[src/rtl/core/hps_pkg.sv]
// Shared types and constants for the haptic pattern sequencer.
// No dependencies; imported by every module of the block.
package hps_pkg;

    // Command word opcodes
    localparam logic [1:0] OP_TICK  = 2'd0;
    localparam logic [1:0] OP_START = 2'd1;
    localparam logic [1:0] OP_STOP  = 2'd2;

    // Patterns 0..6 exist; pattern 7 is refused
    localparam logic [2:0] NUM_PATTERNS = 3'd7;

    typedef struct packed {
        logic [1:0] opcode;
        logic [2:0] pattern_number;
        logic       power_running;
    } hps_cmd_t;

    typedef struct packed {
        logic motor_drive;
        logic busy_playing;
        logic start_taken;
    } hps_rsp_t;

    // One pattern ROM entry as seen by the player
    typedef struct packed {
        logic [7:0] dur_ms;
        logic       off;
        logic [2:0] len;
    } hps_entry_t;

endpackage

[src/rtl/core/hps_rom.sv]
// Built-in vibration pattern ROM: phase duration, off flag, pattern length.
// Depends on hps_pkg.
module hps_rom (
    input  logic [2:0]         pattern,
    input  logic [2:0]         pos,
    output hps_pkg::hps_entry_t entry
);
    import hps_pkg::*;

    // Pattern length and per-entry duration / off flag
    always_comb
    begin
        entry.dur_ms = 8'd0;
        entry.off    = 1'b0;
        entry.len    = 3'd0;
        case (pattern)
            3'd0:
            begin
                entry.len = 3'd1;
                if (pos == 3'd0) entry.dur_ms = 8'd20;
            end
            3'd1:
            begin
                entry.len = 3'd1;
                if (pos == 3'd0) entry.dur_ms = 8'd40;
            end
            3'd2:
            begin
                entry.len = 3'd1;
                if (pos == 3'd0) entry.dur_ms = 8'd80;
            end
            3'd3:
            begin
                entry.len = 3'd3;
                case (pos)
                    3'd0: entry.dur_ms = 8'd30;
                    3'd1:
                    begin
                        entry.dur_ms = 8'd80;
                        entry.off    = 1'b1;
                    end
                    3'd2: entry.dur_ms = 8'd15;
                    default: entry.dur_ms = 8'd0;
                endcase
            end
            3'd4:
            begin
                entry.len = 3'd3;
                case (pos)
                    3'd0: entry.dur_ms = 8'd50;
                    3'd1:
                    begin
                        entry.dur_ms = 8'd100;
                        entry.off    = 1'b1;
                    end
                    3'd2: entry.dur_ms = 8'd50;
                    default: entry.dur_ms = 8'd0;
                endcase
            end
            3'd5:
            begin
                entry.len = 3'd5;
                case (pos)
                    3'd0, 3'd2, 3'd4: entry.dur_ms = 8'd50;
                    3'd1, 3'd3:
                    begin
                        entry.dur_ms = 8'd100;
                        entry.off    = 1'b1;
                    end
                    default: entry.dur_ms = 8'd0;
                endcase
            end
            3'd6:
            begin
                entry.len = 3'd5;
                case (pos)
                    3'd0, 3'd2, 3'd4: entry.dur_ms = 8'd100;
                    3'd1, 3'd3:
                    begin
                        entry.dur_ms = 8'd200;
                        entry.off    = 1'b1;
                    end
                    default: entry.dur_ms = 8'd0;
                endcase
            end
            default:
            begin
                entry.len = 3'd0;
            end
        endcase
    end

endmodule

[src/rtl/core/hps_core.sv]
// Player state and next-state logic: countdown, entry load, start and stop.
// Depends on hps_pkg and hps_rom.
module hps_core (
    input  logic              clk,
    input  logic              rst_n,
    input  logic              step,
    input  hps_pkg::hps_cmd_t cmd,
    output hps_pkg::hps_rsp_t rsp
);
    import hps_pkg::*;

    logic [2:0] cur_pattern_reg,  cur_pattern_next;
    logic [2:0] entry_pos_reg,    entry_pos_next;
    logic [7:0] phase_ms_reg,     phase_ms_next;
    logic       motor_reg,        motor_next;
    logic       entries_left_reg, entries_left_next;

    logic [2:0] rom_pattern;
    logic [2:0] rom_pos;
    logic       load_left;
    hps_entry_t entry;
    logic [7:0] phase_dec;
    logic       busy_now;
    logic       start_ok;
    logic [3:0] pos_inc;

    hps_rom u_rom (
        .pattern (rom_pattern),
        .pos     (rom_pos),
        .entry   (entry)
    );

    assign busy_now  = entries_left_reg | motor_reg;
    assign phase_dec = phase_ms_reg - 8'd1;
    assign start_ok  = cmd.power_running && !busy_now && (cmd.pattern_number < NUM_PATTERNS);

    // ROM address: a start loads entry 0 of the new pattern, a tick the next entry
    always_comb
    begin
        if (cmd.opcode == OP_START)
        begin
            rom_pattern = cmd.pattern_number;
            rom_pos     = 3'd0;
            load_left   = 1'b1;
        end
        else
        begin
            rom_pattern = cur_pattern_reg;
            rom_pos     = entry_pos_reg;
            load_left   = entries_left_reg;
        end
    end

    assign pos_inc = {1'b0, rom_pos} + 4'd1;

    // Next state
    always_comb
    begin
        cur_pattern_next  = cur_pattern_reg;
        entry_pos_next    = entry_pos_reg;
        phase_ms_next     = phase_ms_reg;
        motor_next        = motor_reg;
        entries_left_next = entries_left_reg;
        rsp.start_taken   = 1'b0;
        case (cmd.opcode)
            OP_TICK:
            begin
                if (phase_ms_reg != 8'd0)
                begin
                    phase_ms_next = phase_dec;
                    if (phase_dec == 8'd0)
                    begin
                        // phase over: load next entry or halt
                        if (!load_left || ({1'b0, rom_pos} >= {1'b0, entry.len}))
                        begin
                            entries_left_next = 1'b0;
                            entry_pos_next    = 3'd0;
                            phase_ms_next     = 8'd0;
                            motor_next        = 1'b0;
                        end
                        else
                        begin
                            motor_next        = ~entry.off;
                            phase_ms_next     = entry.dur_ms;
                            entry_pos_next    = pos_inc[2:0];
                            entries_left_next = (pos_inc < {1'b0, entry.len});
                        end
                    end
                end
            end
            OP_START:
            begin
                if (start_ok)
                begin
                    cur_pattern_next  = cmd.pattern_number;
                    motor_next        = ~entry.off;
                    phase_ms_next     = entry.dur_ms;
                    entry_pos_next    = pos_inc[2:0];
                    entries_left_next = (pos_inc < {1'b0, entry.len});
                    rsp.start_taken   = 1'b1;
                end
            end
            OP_STOP:
            begin
                entries_left_next = 1'b0;
                entry_pos_next    = 3'd0;
                phase_ms_next     = 8'd0;
                motor_next        = 1'b0;
            end
            default:
            begin
                // unused opcode: state unchanged
            end
        endcase
        rsp.motor_drive  = motor_next;
        rsp.busy_playing = entries_left_next | motor_next;
    end

    // State registers
    always_ff @(posedge clk or negedge rst_n)
    begin
        if (!rst_n)
        begin
            cur_pattern_reg  <= 3'd0;
            entry_pos_reg    <= 3'd0;
            phase_ms_reg     <= 8'd0;
            motor_reg        <= 1'b0;
            entries_left_reg <= 1'b0;
        end
        else if (step)
        begin
            cur_pattern_reg  <= cur_pattern_next;
            entry_pos_reg    <= entry_pos_next;
            phase_ms_reg     <= phase_ms_next;
            motor_reg        <= motor_next;
            entries_left_reg <= entries_left_next;
        end
    end

endmodule

[src/rtl/core/haptic_pattern_sequencer.sv]
// Top level of the haptic pattern sequencer: command register, player, result register.
// Depends on hps_pkg and hps_core.
//
// Takes one command word (tick, start, stop) per clock and returns one result
// word per command, in order. A command is held in the input register, where the
// player updates its state and the ROM lookup, then lands in the result register,
// from which the result word can leave. Sustained rate is one word per cycle; the
// only stall comes from the result side holding rsp_stall, which back-pressures
// through the input register.
module haptic_pattern_sequencer (
    input  logic              clk,
    input  logic              rst_n,
    input  logic              cmd_valid,
    output logic              cmd_stall,
    input  hps_pkg::hps_cmd_t cmd,
    output logic              rsp_valid,
    input  logic              rsp_stall,
    output hps_pkg::hps_rsp_t rsp
);
    import hps_pkg::*;

    logic     cmd_valid_reg;
    hps_cmd_t cmd_reg;
    logic     rsp_valid_reg;
    hps_rsp_t rsp_reg;
    hps_rsp_t rsp_next;
    logic     out_free;
    logic     step;

    // Result register can take a word when empty or draining
    assign out_free  = !rsp_valid_reg || !rsp_stall;
    assign step      = cmd_valid_reg && out_free;
    assign cmd_stall = cmd_valid_reg && !out_free;

    hps_core u_core (
        .clk   (clk),
        .rst_n (rst_n),
        .step  (step),
        .cmd   (cmd_reg),
        .rsp   (rsp_next)
    );

    // Input register
    always_ff @(posedge clk or negedge rst_n)
    begin
        if (!rst_n)
            cmd_valid_reg <= 1'b0;
        else if (!cmd_stall)
            cmd_valid_reg <= cmd_valid;
    end

    always_ff @(posedge clk)
    begin
        if (cmd_valid && !cmd_stall)
            cmd_reg <= cmd;
    end

    // Result register
    always_ff @(posedge clk or negedge rst_n)
    begin
        if (!rst_n)
            rsp_valid_reg <= 1'b0;
        else if (out_free)
            rsp_valid_reg <= step;
    end

    always_ff @(posedge clk)
    begin
        if (step)
            rsp_reg <= rsp_next;
    end

    assign rsp_valid = rsp_valid_reg;
    assign rsp       = rsp_reg;

endmodule

[config.mk]
export PLATFORM = sky130hd
export DESIGN_NAME = haptic_pattern_sequencer
export DESIGN_NICKNAME = d
export VERILOG_FILES = /design/src/rtl/core/hps_pkg.sv /design/src/rtl/core/hps_rom.sv /design/src/rtl/core/hps_core.sv /design/src/rtl/core/haptic_pattern_sequencer.sv
export SDC_FILE = /design/constraint.sdc
export NUM_CORES = 1
export LEC_CHECK = 0
export ABC_AREA = 1
export ABC_CLOCK_PERIOD_IN_PS = 3900
export BUFFER_PORTS_ARGS = -buffer_cell sky130_fd_sc_hd__buf_2
export CORE_ASPECT_RATIO = 1.2
export CORE_UTILIZATION = 50
export DETAILED_ROUTE_END_ITERATION = 7
export MAX_ROUTING_LAYER = met4
export PLACE_DENSITY = 0.69
export SLEW_MARGIN = 20
export SYNTH_ARGS = -nofsm -noshare
export SYNTH_HDL_FRONTEND = slang
export SYNTH_HIERARCHICAL = 1
export SYNTH_SLANG_ARGS = --single-unit
export TNS_END_PERCENT = 5
[constraint.sdc]
create_clock -name clk -period 3.9 [get_ports clk]
set_input_delay 0.78 -clock clk [delete_from_list [all_inputs] [get_ports clk]]
set_output_delay 0.78 -clock clk [all_outputs]
set_load 0.02 [all_outputs]
* Yosys cells after proc, flatten, opt, wreduce, memory -nomap -nowiden *
Cells that the tools add are included.

cells by class
  add/sub/neg operators = 2
  order comparisons = 3
  reduce and logical (&&, ||, !) cells = 28
  muxes and demuxes = 36
  equality and inequality tests = 15
  bitwise operators = 3

operator list
  operator                                              number
  one-hot mux 8 bit (7 select lines)                    1
  2-to-1 mux 8 bit                                      4
  one-hot mux 7 bit (2 select lines)                    2
  one-hot mux 8 bit (3 select lines)                    1
  one-hot mux 7 bit (3 select lines)                    1
  2-to-1 mux 3 bit                                      6
  one-hot mux 3 bit (3 select lines)                    2
  one-hot mux 8 bit (2 select lines)                    1
  equality test 3 x 2 -> 1 bit (second input constant)  4
  equality test 3 bit (second input constant)           4
  2-to-1 mux 1 bit                                      12
  zero test 8 bit                                       1
  nonzero test 8 bit                                    1
  OR reduction 2 bit                                    4
  subtractor 8 x 1 -> 8 bit (second input constant)     1
  2-to-1 mux 7 bit                                      1
  equality test 3 x 1 -> 1 bit (second input constant)  2
  zero test 1 bit                                       6
  zero test 3 bit                                       2
  2-to-1 mux 6 bit                                      1
  != test 2 x 1 -> 1 bit (second input constant)        3
  one-hot mux 1 bit (3 select lines)                    2
  OR reduction 3 bit                                    2
  logical AND 1 bit                                     5
  other kinds (16)                                      18

storage, ports and cells
  input port bits = 10
  word-level logic and storage cells = 100
  flip-flop bits (word level) = 27

* Logic depth before layout (Yosys ltp) *
Gate-level depths: netlist of the first run.

  word-level depth = 12
  mapped depth = 23

* Hierarchy *
The synthesis of the first run kept the hierarchy.

modules (own cells, without submodules)
  module                    instances  seq. area each (um^2)  cells each  area an instance (um^2)
  hps_core                  1          400.4                  238         1496.4
  haptic_pattern_sequencer  1          320.3                  21          365.4
  hps_rom                   1          0.0                    71          305.3

* Worst setup path before layout of the first run *
No wires, ideal clock.

  kind = register to register
  start point = register cmd_reg[5] (netlist bit)
  end point = register rsp_reg, in the netlist rsp[2], data pin
  cell stages (with the launch flop) = 20
  arrival time = 2605 ps
  library setup time = 251 ps
  period minus slack after synthesis = 2857 ps
  path slack = 1043 ps
  cell sequence = edfxtp_1 > inv_1 > ha_1 > inv_2 > buf_4 > o21ai_0 > nand3_1 > ha_1 > o21ai_0 > nand2_1 > nand3_1 > nand2_1 > inv_2 > nand2_1 > nand3_1 > nand3_1 > nand2_1 > nand2_1 > inv_1 > buf_4

RTL lines
  what                    RTL line                        source
  start, declared         haptic_pattern_sequencer.sv:23  hps_cmd_t cmd_reg;
  start signal, assigned  haptic_pattern_sequencer.sv:55  cmd_reg <= cmd;
  end signal, assigned    haptic_pattern_sequencer.sv:70  rsp_reg <= rsp_next;
  end, declared           haptic_pattern_sequencer.sv:25  hps_rsp_t rsp_reg;

==> results of run 1 <==
## layout make-up
type	count	area (µm²)
Sequential cell	27	720.7
Timing Repair Buffer	15	77.57
Inverter	59	221.5
Clock buffer	3	41.29
Tap cell	54	67.56
Multi-Input combinational cell	240	1191
Clock inverter	1	7.507
Fill cell	396	1708
## cell usage after synthesis (all sizes together)
cell type,n
a21boi,1
xnor2,1
edfxtp,9
a21oi,13
o211ai,1
dfrtp,18
ha,9
nand4,6
nor3,2
nand2,108
nand3b,1
nand3,30
buf,4
a221oi,1
a22oi,7
nor2,38
inv,59
o21ai,22
## stage by stage
step	setup slack, ps	util (%)
3_3_place_gp	761.9	56.47
4_1_cts	585.0	57.67
2_1_floorplan	1043	-
6_report	579.6	57.67
5_1_grt	237.6	57.67
3_5_place_dp	598.9	56.47
## how the worst max path moves through the flow
stage          startpoint                      to  slack [ps]  depth (start not counted)
2_1_floorplan  cmd_reg[5]                  rsp[2]        1040                         19
3_3_place_gp   cmd_reg[5]                  rsp[1]         760                         17
3_5_place_dp   cmd_reg[5]                  rsp[1]         600                         17
4_1_cts        cmd_reg[5]                  rsp[1]         580                         17
5_1_grt        cmd_reg[5]  u_core/phase_ms_reg[7]         240                         15
6_report       cmd_reg[5]                  rsp[1]         580                         17
## routing by layer
metal	GRT usage, %	vias to the layer above	part of all wire (%)
met4	9.302	0	1.9
met5	-	-	0
met1	25.24	905	42
met2	42.12	31	52
met3	2.607	6	3.2
li1	-	1081	-
## kinds of logic after synthesis
kind of cell / share of synthesized area (%)
AO/OA/AOI/OAI: 11.95
XOR/XNOR: 0.4042
adder cells (fa/ha/maj): 5.196
buffers and inverters: 11.78
flip-flops: 33.26
AND/OR/NAND/NOR: 37.41
## power by group through the flow
stage | clock [W] | sequential (W) | combinational [W]
global placement | 0 | 0.000414 | 0.000601
detailed placement | 0 | 0.000414 | 0.000605
CTS | 0.000169 | 0.000408 | 0.000608
global route | 0.000179 | 0.000415 | 0.000704
finish | 0.000162 | 0.000407 | 0.000607
floorplan | 0 | 0.000409 | 0.000484
## worst max-delay path, stage by stage, from the launching register on
cell and delay, ps:
edfxtp_1 400, inv_1 100, ha_1 230, inv_2 120, o21ai_0 840, nand3_1 210, ha_1 350, o21ai_0 80
nand2_1 60, nand3_1 60, nand2_1 120, inv_2 100, nand2_1 60, nand3_1 80, nand3_1 90, nand2_1 60
nand2_1 80, nand2_1 50
==> impl_results.md, run 1 <==
* Final Skew at 8.858 ps
* Endpoint type of the worst setup path: flip-flop
* Critical Path RT at 3950 ps
* Clock Power Share at 13.8%
* Global placer's final weighted congestion at 0.8971
* Wire per inst at 11.63 µm
* VDD IR max at 0.3133 mV
* Share of layout cells above drive strength 1 at 12.17%
* Pleak at 1.221 nW
* DP HPWL at 3.852 mm
* Final std cells w/o fill at 399
* Worst R2R End: rsp[1]
* Sequential area share after synthesis at 33.26%
* # H-tree levels at 1
* Slew headroom at 29.73%
* Area leader, netlist: dfrtp_1
* Reg-to-reg setup timing slack at 580 ps
* R2R Path Start: cmd_reg[5]
* Switch Pwr at 0.0005458 W
* Internal at 0.0006306 W
* Antenna viol nets, final at 0
* Maxcap violations at 0
* First-pass GRT wire length at 7.921 mm
* Max frequency at 0.3012 GHz
* Sequential group share of total power at 34.6%
* DRC at 0
* Pre-Repair DR Iteration Count at 4
* Initial Util at 53.71%
* Port-buffer cells at 14
* Ports at 15
* # rows at 25
* Gr ovfl total at 0
* Crit share post-route at 85.14%
* Worst EP arrival at 3370 ps
* Sink Count at 27
* HP Class: in2async
* Slew @ Worst Pin at 1043 ps
* RSZ-0062 raised after global routing: false
* Largest net degree at the start of global routing at 19
* Switching part of the total power at 46.40%
* Post-CTS Hold Buffers at 0
* Most common cell after layout, fill and taps aside: nand2_1
* Fin area at 2327 µm²
* DR iter-0 viols at 90
* Status: finished, final reports clean
* Post-Synthesis Cells at 330
* Vias in the first global route at 1,843
* Die area at 4603 µm²
* Resized Gates After CTS at 0
* CTS buffer count at 3
* Area growth, synth to finish at 7.390%
* Yosys top cell area share at 20.79%
* Yosys cell types at 28
* Core ar. at 4035 µm²
* Gate power share at 51.6%
* Post-route minimum period at 3320 ps
* Max reg flops at 8
* Final hold violations at 0
* Setup repair bufs after CTS at 0
* Routed wire length at 4.640 mm
* Ant diodes at 0
* Syn Nets at 349
* Placed Area at 2278 µm²
* Synthesized flop and latch total at 27
* Fin nets at 365
* Most frequent cells in the layout: nand2_1, inv_1, nor2_1, nand3_1, dfrtp_1
* Clk buf depth at 2
* Die H at 74.12 µm
* Chip width at 62.10 µm
* Cell at the root of the clock tree: clkbuf_8
* Slew Viols, Final at 0
* P per Cell Area at 505.5 nW/µm²
* Initial antenna violation count at 0
* Fin Hold WS at 423.3 ps
* Synth area leaders: dfrtp_1, nand2_1, edfxtp_1
* Setup TNS Final at 0 ps
* DP Cell Count at 395
* CTS tree: yes
* Clock transition at path regs at 100 ps
* Setup crit start kind: flip-flop
* R2R depth at 17
* Detailed-route via count at 2,023
* Setup violators final at 0
* Via density at 5.070
* CP max FO at 11
* GRT Util Overall at 22.79%
* Mean post-synth cell area at 6.567 µm²
* Clock latency at the later pin of the worst-skew pair at 280 ps
* Synth Cell Area at 2167 µm²
* Warnings from Yosys at 6
* Power Total at 0.001176 W
* Critical path class: reg2reg
Power figures use the tool's default switching activity.
==> inputs of run 2 (changes only) <==
--- a/config.mk
+++ b/config.mk
@@ -5,7 +5,6 @@
 export SDC_FILE = /design/constraint.sdc
 export NUM_CORES = 1
 export LEC_CHECK = 0
-export ABC_AREA = 1
 export ABC_CLOCK_PERIOD_IN_PS = 3900
 export BUFFER_PORTS_ARGS = -buffer_cell sky130_fd_sc_hd__buf_2
 export CORE_ASPECT_RATIO = 1.2
==> run 2 against run 1 <==
Effect of this change:
- critical path depth shrank 7
- sequential power up 8.4%
- count of clock-buffer cells in the layout grew 1
- via count down 7.6%
- combinational power rose by 11%
- sequential share of layout area barely moved
- sequential cell count did not move
- routed wire length grew 4.4%
- clock skew fell by 5.7 ps
- critical endpoint is now rsp[2]
==> impl_results.md, run 2 <==
* Worst Setup SP: cmd_reg[5]
* Wire per inst at 15.58 µm
* Routed wire length at 4.845 mm
* Final Worst Setup Slack at 585.8 ps
* Final std cells w/o fill at 311
* Chip width at 62.96 µm
* Fin area at 2331 µm²
* Mean post-synth cell area at 8.954 µm²
* VDD IR max at 0.3039 mV
* Post-route minimum period at 3314 ps
* GRT Util Overall at 22.09%
* Area growth, synth to finish at 4.546%
* Port-buffer cells at 14
* Synthesized flop and latch total at 27
* Sequential group share of total power at 34.7%
* Ant diodes at 0
* Crit share post-route at 84.98%
* Gate power share at 53.1%
* Die area at 4731 µm²
* Synth cell count leaders: nor2_1, dfrtp_1, inv_1
* Core ar. at 4262 µm²
* Ports at 15
* Placed Area at 2286 µm²
* Pre-Repair DR Iteration Count at 4
* Most common cell after layout, fill and taps aside: nor2_1
* Switching part of the total power at 44.01%
* Share of layout cells above drive strength 1 at 16.86%
* Sink Count at 27
* Top_reg_cell synth: dfrtp_1
* Via density at 6.013
* DRC at 0
* # H-tree levels at 1
* Critical Path RT at 3990 ps
* Clock Power Share at 12.3%
* Critical path class: reg2reg
* Initial antenna violation count at 0
* Setup crit end: rsp[2]
* Largest net degree at the start of global routing at 20
* Final hold violations at 0
* Detailed-route via count at 1,870
* Clock latency at the later pin of the worst-skew pair at 270 ps
* Max frequency at 0.3017 GHz
* First-pass GRT wire length at 7.810 mm
* Global placer's final weighted congestion at 0.8549
* Worst EP arrival at 3410 ps
* Setup crit start kind: flip-flop
* Cell at the root of the clock tree: clkbuf_8
* Fin nets at 275
* DR iter-0 viols at 103
* Setup TNS Final at 0 ps
* Switch Pwr at 0.0005591 W
* Clk buf depth at 2
* Slew headroom at 59.64%
* Final Skew at 3.154 ps
* Worst setup slack after placement at 629.3 ps
* Resized Gates After CTS at 0
* CTS buffer count at 3
* Sequential area share after synthesis at 32.32%
* DP Cell Count at 307
* # rows at 26
* Reg-to-reg setup timing slack at 590 ps
* Count leader, synth: nor2_1
* R2R depth at 10
* Pleak at 0.9431 nW
* P per Cell Area at 545.0 nW/µm²
* Setup repair bufs after CTS at 0
* Post-Synthesis Cells at 249
* Most frequent cells in the layout: nor2_1, dfrtp_1, inv_1, buf_2, nand2_1
* Yosys top cell area share at 20.20%
* Setup violators final at 0
* Post-CTS Hold Buffers at 0
* R2R Path Start: cmd_reg[5]
* RSZ-0062 raised after global routing: false
* Gr ovfl total at 0
* CP max FO at 14
* Endpoint type of the worst setup path: flip-flop
* Slew @ Worst Pin at 605.4 ps
* Status: finished, final reports clean
* Clock transition at path regs at 90 ps
* Slew Viols, Final at 0
* Synth area leaders: dfrtp_1, edfxtp_1, ha_1
* Post-synth EDFFs at 9
* CTS tree: yes
* Synth Cell Area at 2230 µm²
* Worst R2R End: rsp[2]
* Yosys cell types at 68
* Fillers at 410
* Antenna viol nets, final at 0
* DP HPWL at 3.582 mm
* Maxcap violations at 0
* Warnings from Yosys at 6
* Syn Nets at 268
* Vias in the first global route at 1,681
* Initial Util at 52.32%
* Die H at 75.15 µm
* HP Class: in2async
* Max reg flops at 8
* Area leader, netlist: dfrtp_1
* Internal at 0.0007113 W
* Async set or reset register ratio after synthesis at 66.67%
## run 2: cell type report
cell class	count	area [µm²]	area share (%)
tap	56	70.07	3.006
timing repair buffer	18	100.1	4.294
clock buffer	4	45.04	1.932
sequential	27	720.7	30.92
inverter	17	63.81	2.738
multi-input combinational	189	1331	57.11
## run 2: power groups by stage
stage	combinational [W]	sequential, W	clock (W)
finish	0.000674	0.000441	0.000156
global route	0.000753	0.000451	0.000171
CTS	0.000667	0.000442	0.000164
detailed placement	0.000663	0.000448	0
global placement	0.000651	0.000446	0
floorplan	0.000583	0.000418	0
## run 2: critical path, stage by stage (launching register included)
cell,delay (ps)
edfxtp_1,410
inv_1,100
ha_1,260
mux2_2,480
nand2b_1,260
mux2i_1,290
or2b_2,320
o2111a_1,210
nor4_4,380
a31oi_2,180
o32ai_1,250
## run 2: worst min path at each step
stage,end,start
3_3_place_gp,rsp_valid,cmd_valid_reg
4_1_cts,u_core/phase_ms_reg[3],rst_n
2_1_floorplan,rsp_valid,cmd_valid_reg
3_5_place_dp,rsp_valid,cmd_valid_reg
5_1_grt,u_core/phase_ms_reg[4],rst_n
6_report,u_core/phase_ms_reg[6],rst_n
## run 2: metal layers
| layer | track usage (%) | routed length [µm] |
|---|---|---|
| met5 | - | 0 |
| met4 | 8.786 | 130 |
| met3 | 2.576 | 104 |
| met2 | 37.28 | 2376 |
| met1 | 27.10 | 2234 |
## run 2: metrics by stage
step / hold slack (ps) / util, % / total power, W
floorplan: 466.7 / - / 0.001001
global placement: 482.6 / 53.64 / 0.001097
detailed placement: 480.9 / 53.64 / 0.001112
CTS: 454.7 / 54.70 / 0.001274
global route: 483.2 / 54.70 / 0.001375
finish: 448.4 / 54.70 / 0.001270
## run 2: cell families (layout without fill, tap and decap cells)
family / after synthesis / count (layout) / share of synthesized area [%]
AO/OA/AOI/OAI: 68 / 68 / 22.33
XOR/XNOR: 6 / 6 / 2.357
adder cells (fa/ha/maj): 9 / 9 / 5.051
buffers and inverters: 33 / 39 / 7.968
flip-flops: 27 / 27 / 32.32
multiplexers: 11 / 11 / 5.275
AND/OR/NAND/NOR: 95 / 95 / 24.69
==> inputs of run 3 (changes only) <==
--- a/config.mk
+++ b/config.mk
@@ -5,13 +5,13 @@
 export SDC_FILE = /design/constraint.sdc
 export NUM_CORES = 1
 export LEC_CHECK = 0
-export ABC_CLOCK_PERIOD_IN_PS = 3900
+export ABC_CLOCK_PERIOD_IN_PS = 3000
 export BUFFER_PORTS_ARGS = -buffer_cell sky130_fd_sc_hd__buf_2
 export CORE_ASPECT_RATIO = 1.2
 export CORE_UTILIZATION = 50
 export DETAILED_ROUTE_END_ITERATION = 7
 export MAX_ROUTING_LAYER = met4
-export PLACE_DENSITY = 0.69
+export PLACE_DENSITY = 0.72
 export SLEW_MARGIN = 20
 export SYNTH_ARGS = -nofsm -noshare
 export SYNTH_HDL_FRONTEND = slang
==> constraint.sdc (replaced) <==
create_clock -name clk -period 3 [get_ports clk]
set_input_delay 0.6 -clock clk [delete_from_list [all_inputs] [get_ports clk]]
set_output_delay 0.6 -clock clk [all_outputs]
set_load 0.02 [all_outputs]
==> run 3 against run 2 <==
Effect of this change:
- register-to-register slack got worse by 450 ps
- clock skew increased by 1.8 ps
- hold slack got worse by 200 ps
- largest cell class unchanged
- first-iteration DRC count increased by 33%
- clock power increased by 33%
- maximum frequency increased by 16%
- global-route usage decreased by 0.36 points
==> impl_results.md, run 3 (synthesized netlist as in run 2, its figures left out) <==
* Status: finished, final reports clean
* Sink Count at 27
* Final Worst Setup Slack at 132.3 ps
* Detailed-route via count at 1,918
* Power Total at 0.001750 W
* Internal at 0.001001 W
* CTS buffer count at 3
* Maxcap violations at 0
* HP Class: in2async
* DRC at 0
* CTS tree: yes
* Port-buffer cells at 14
* Most common cell after layout, fill and taps aside: nor2_1
* First-pass GRT wire length at 7.824 mm
* Gr ovfl total at 0
* Ports at 15
* Critical path class: reg2reg
* Max reg flops at 8
* Fin nets at 283
* VDD IR max at 0.4365 mV
* Sequential group share of total power at 32.8%
* Clock Power Share at 11.8%
* Ant diodes at 0
* Global placer's final weighted congestion at 0.8701
* Wire per inst at 15.12 µm
* Core ar. at 4262 µm²
* GRT Util Overall at 21.72%
* Endpoint type of the worst setup path: flip-flop
* Area growth, synth to finish at 9.428%
* Post-layout util at 57.25%
* Final std cells w/o fill at 319
* # rows at 26
* DP HPWL at 3.649 mm
* Routed wire length at 4.824 mm
* Pleak at 0.9997 nW
* P per Cell Area at 717.4 nW/µm²
* Clk buf depth at 2
* Register Area at 720.7 µm²
* Post-route minimum period at 2868 ps
* Max frequency at 0.3487 GHz
* Via density at 6.013
* DP Cell Count at 315
* Antenna viol nets, final at 0
* Critical Path RT at 3090 ps
* Cell at the root of the clock tree: clkbuf_8
* Slew headroom at 56.76%
* Gate power share at 55.4%
* Final hold violations at 0
* Switch Pwr at 0.0007499 W
* Worst setup slack after placement at 38.08 ps
* Die area at 4731 µm²
* Pre-Repair DR Iteration Count at 4
* Slew @ Worst Pin at 648.6 ps
* Chip width at 62.96 µm
* Initial Util at 52.32%
* Worst EP arrival at 2960 ps
* Footprint of the multi-input gates at 1380 µm²
* Placed Area at 2379 µm²
* Initial antenna violation count at 0
* Slew Viols, Final at 0
* Clock transition at path regs at 90 ps
* Vias in the first global route at 1,757
* Setup crit start kind: flip-flop
* Clock latency at the later pin of the worst-skew pair at 270 ps
* Crit share post-route at 95.59%
* Setup violators final at 0
* Final Skew at 4.936 ps
* DR iter-0 viols at 137
* CP max FO at 5
* Fin area at 2440 µm²
* Switching part of the total power at 42.84%
* Fillers at 392
* Largest net degree at the start of global routing at 20
* Die H at 75.15 µm
* # H-tree levels at 1
* Share of layout cells above drive strength 1 at 21.67%
* Reg-to-reg setup timing slack at 130 ps
* Most frequent cells in the layout: nor2_1, dfrtp_1, inv_1, buf_2
[run 3: timing repair]
item	4_1_cts	5_1_grt
endpoints found under the setup margin	0	5
buffers inserted	0	0
gates resized for setup	0	2
hold buffers	0	0
[run 3: power groups by stage]
stage / sequential [W] / clock, W / combinational, W
global route: 0.000593 / 0.000226 / 0.00107
global placement: 0.000579 / 0 / 0.000939
floorplan: 0.000544 / 0 / 0.000803
detailed placement: 0.000582 / 0 / 0.000953
CTS: 0.000575 / 0.000212 / 0.000957
finish: 0.000575 / 0.000207 / 0.000969
[run 3: through the flow]
stage          setup TNS [ps]  hold slack (ps)
2_1_floorplan          -90.67            304.4
3_3_place_gp                0            492.3
3_5_place_dp                0            492.9
4_1_cts                     0            281.5
5_1_grt                -2.014            290.4
6_report                    0            253.0
[run 3: path summary, 6_finish.rpt]
kind                                                 from                        end  cells after the start
max in group asynchronous                           rst_n              cmd_valid_reg                      1
worst min-delay path                                rst_n     u_core/phase_ms_reg[3]                      1
worst max-delay path                           cmd_reg[5]                     rsp[2]                     10
worst min register to register  u_core/cur_pattern_reg[2]  u_core/cur_pattern_reg[2]                      1
min in group clk                                   cmd[2]                 cmd_reg[2]                      1
worst max register to register                 cmd_reg[5]                     rsp[2]                     10
[run 3: critical path, stage by stage, from the launching register on]
cell and delay (ps):
edfxtp_1 400, inv_1 130, ha_4 180, mux2_2 360
nand2b_1 170, mux2i_2 220, or2b_4 290, o2111a_2 190
nor4_4 280, a31oi_2 160, o32ai_1 290
[run 3: final cells by class]
type | count | area share (%)
Sequential cell | 27 | 29.54
Timing Repair Buffer | 26 | 6.564
Tap cell | 56 | 2.872
Clock buffer | 4 | 1.846
Inverter | 17 | 2.615
Multi-Input combinational cell | 189 | 56.56
[run 3: per-layer routing]
metal | share of wire [%] | track usage (%) | vias to the layer above
met2 | 51 | 39.90 | 45
li1 | - | - | 944
met3 | 3.1 | 1.818 | 10
met4 | 2.0 | 6.202 | 0
met5 | 0 | - | -
met1 | 44 | 25.45 | 919
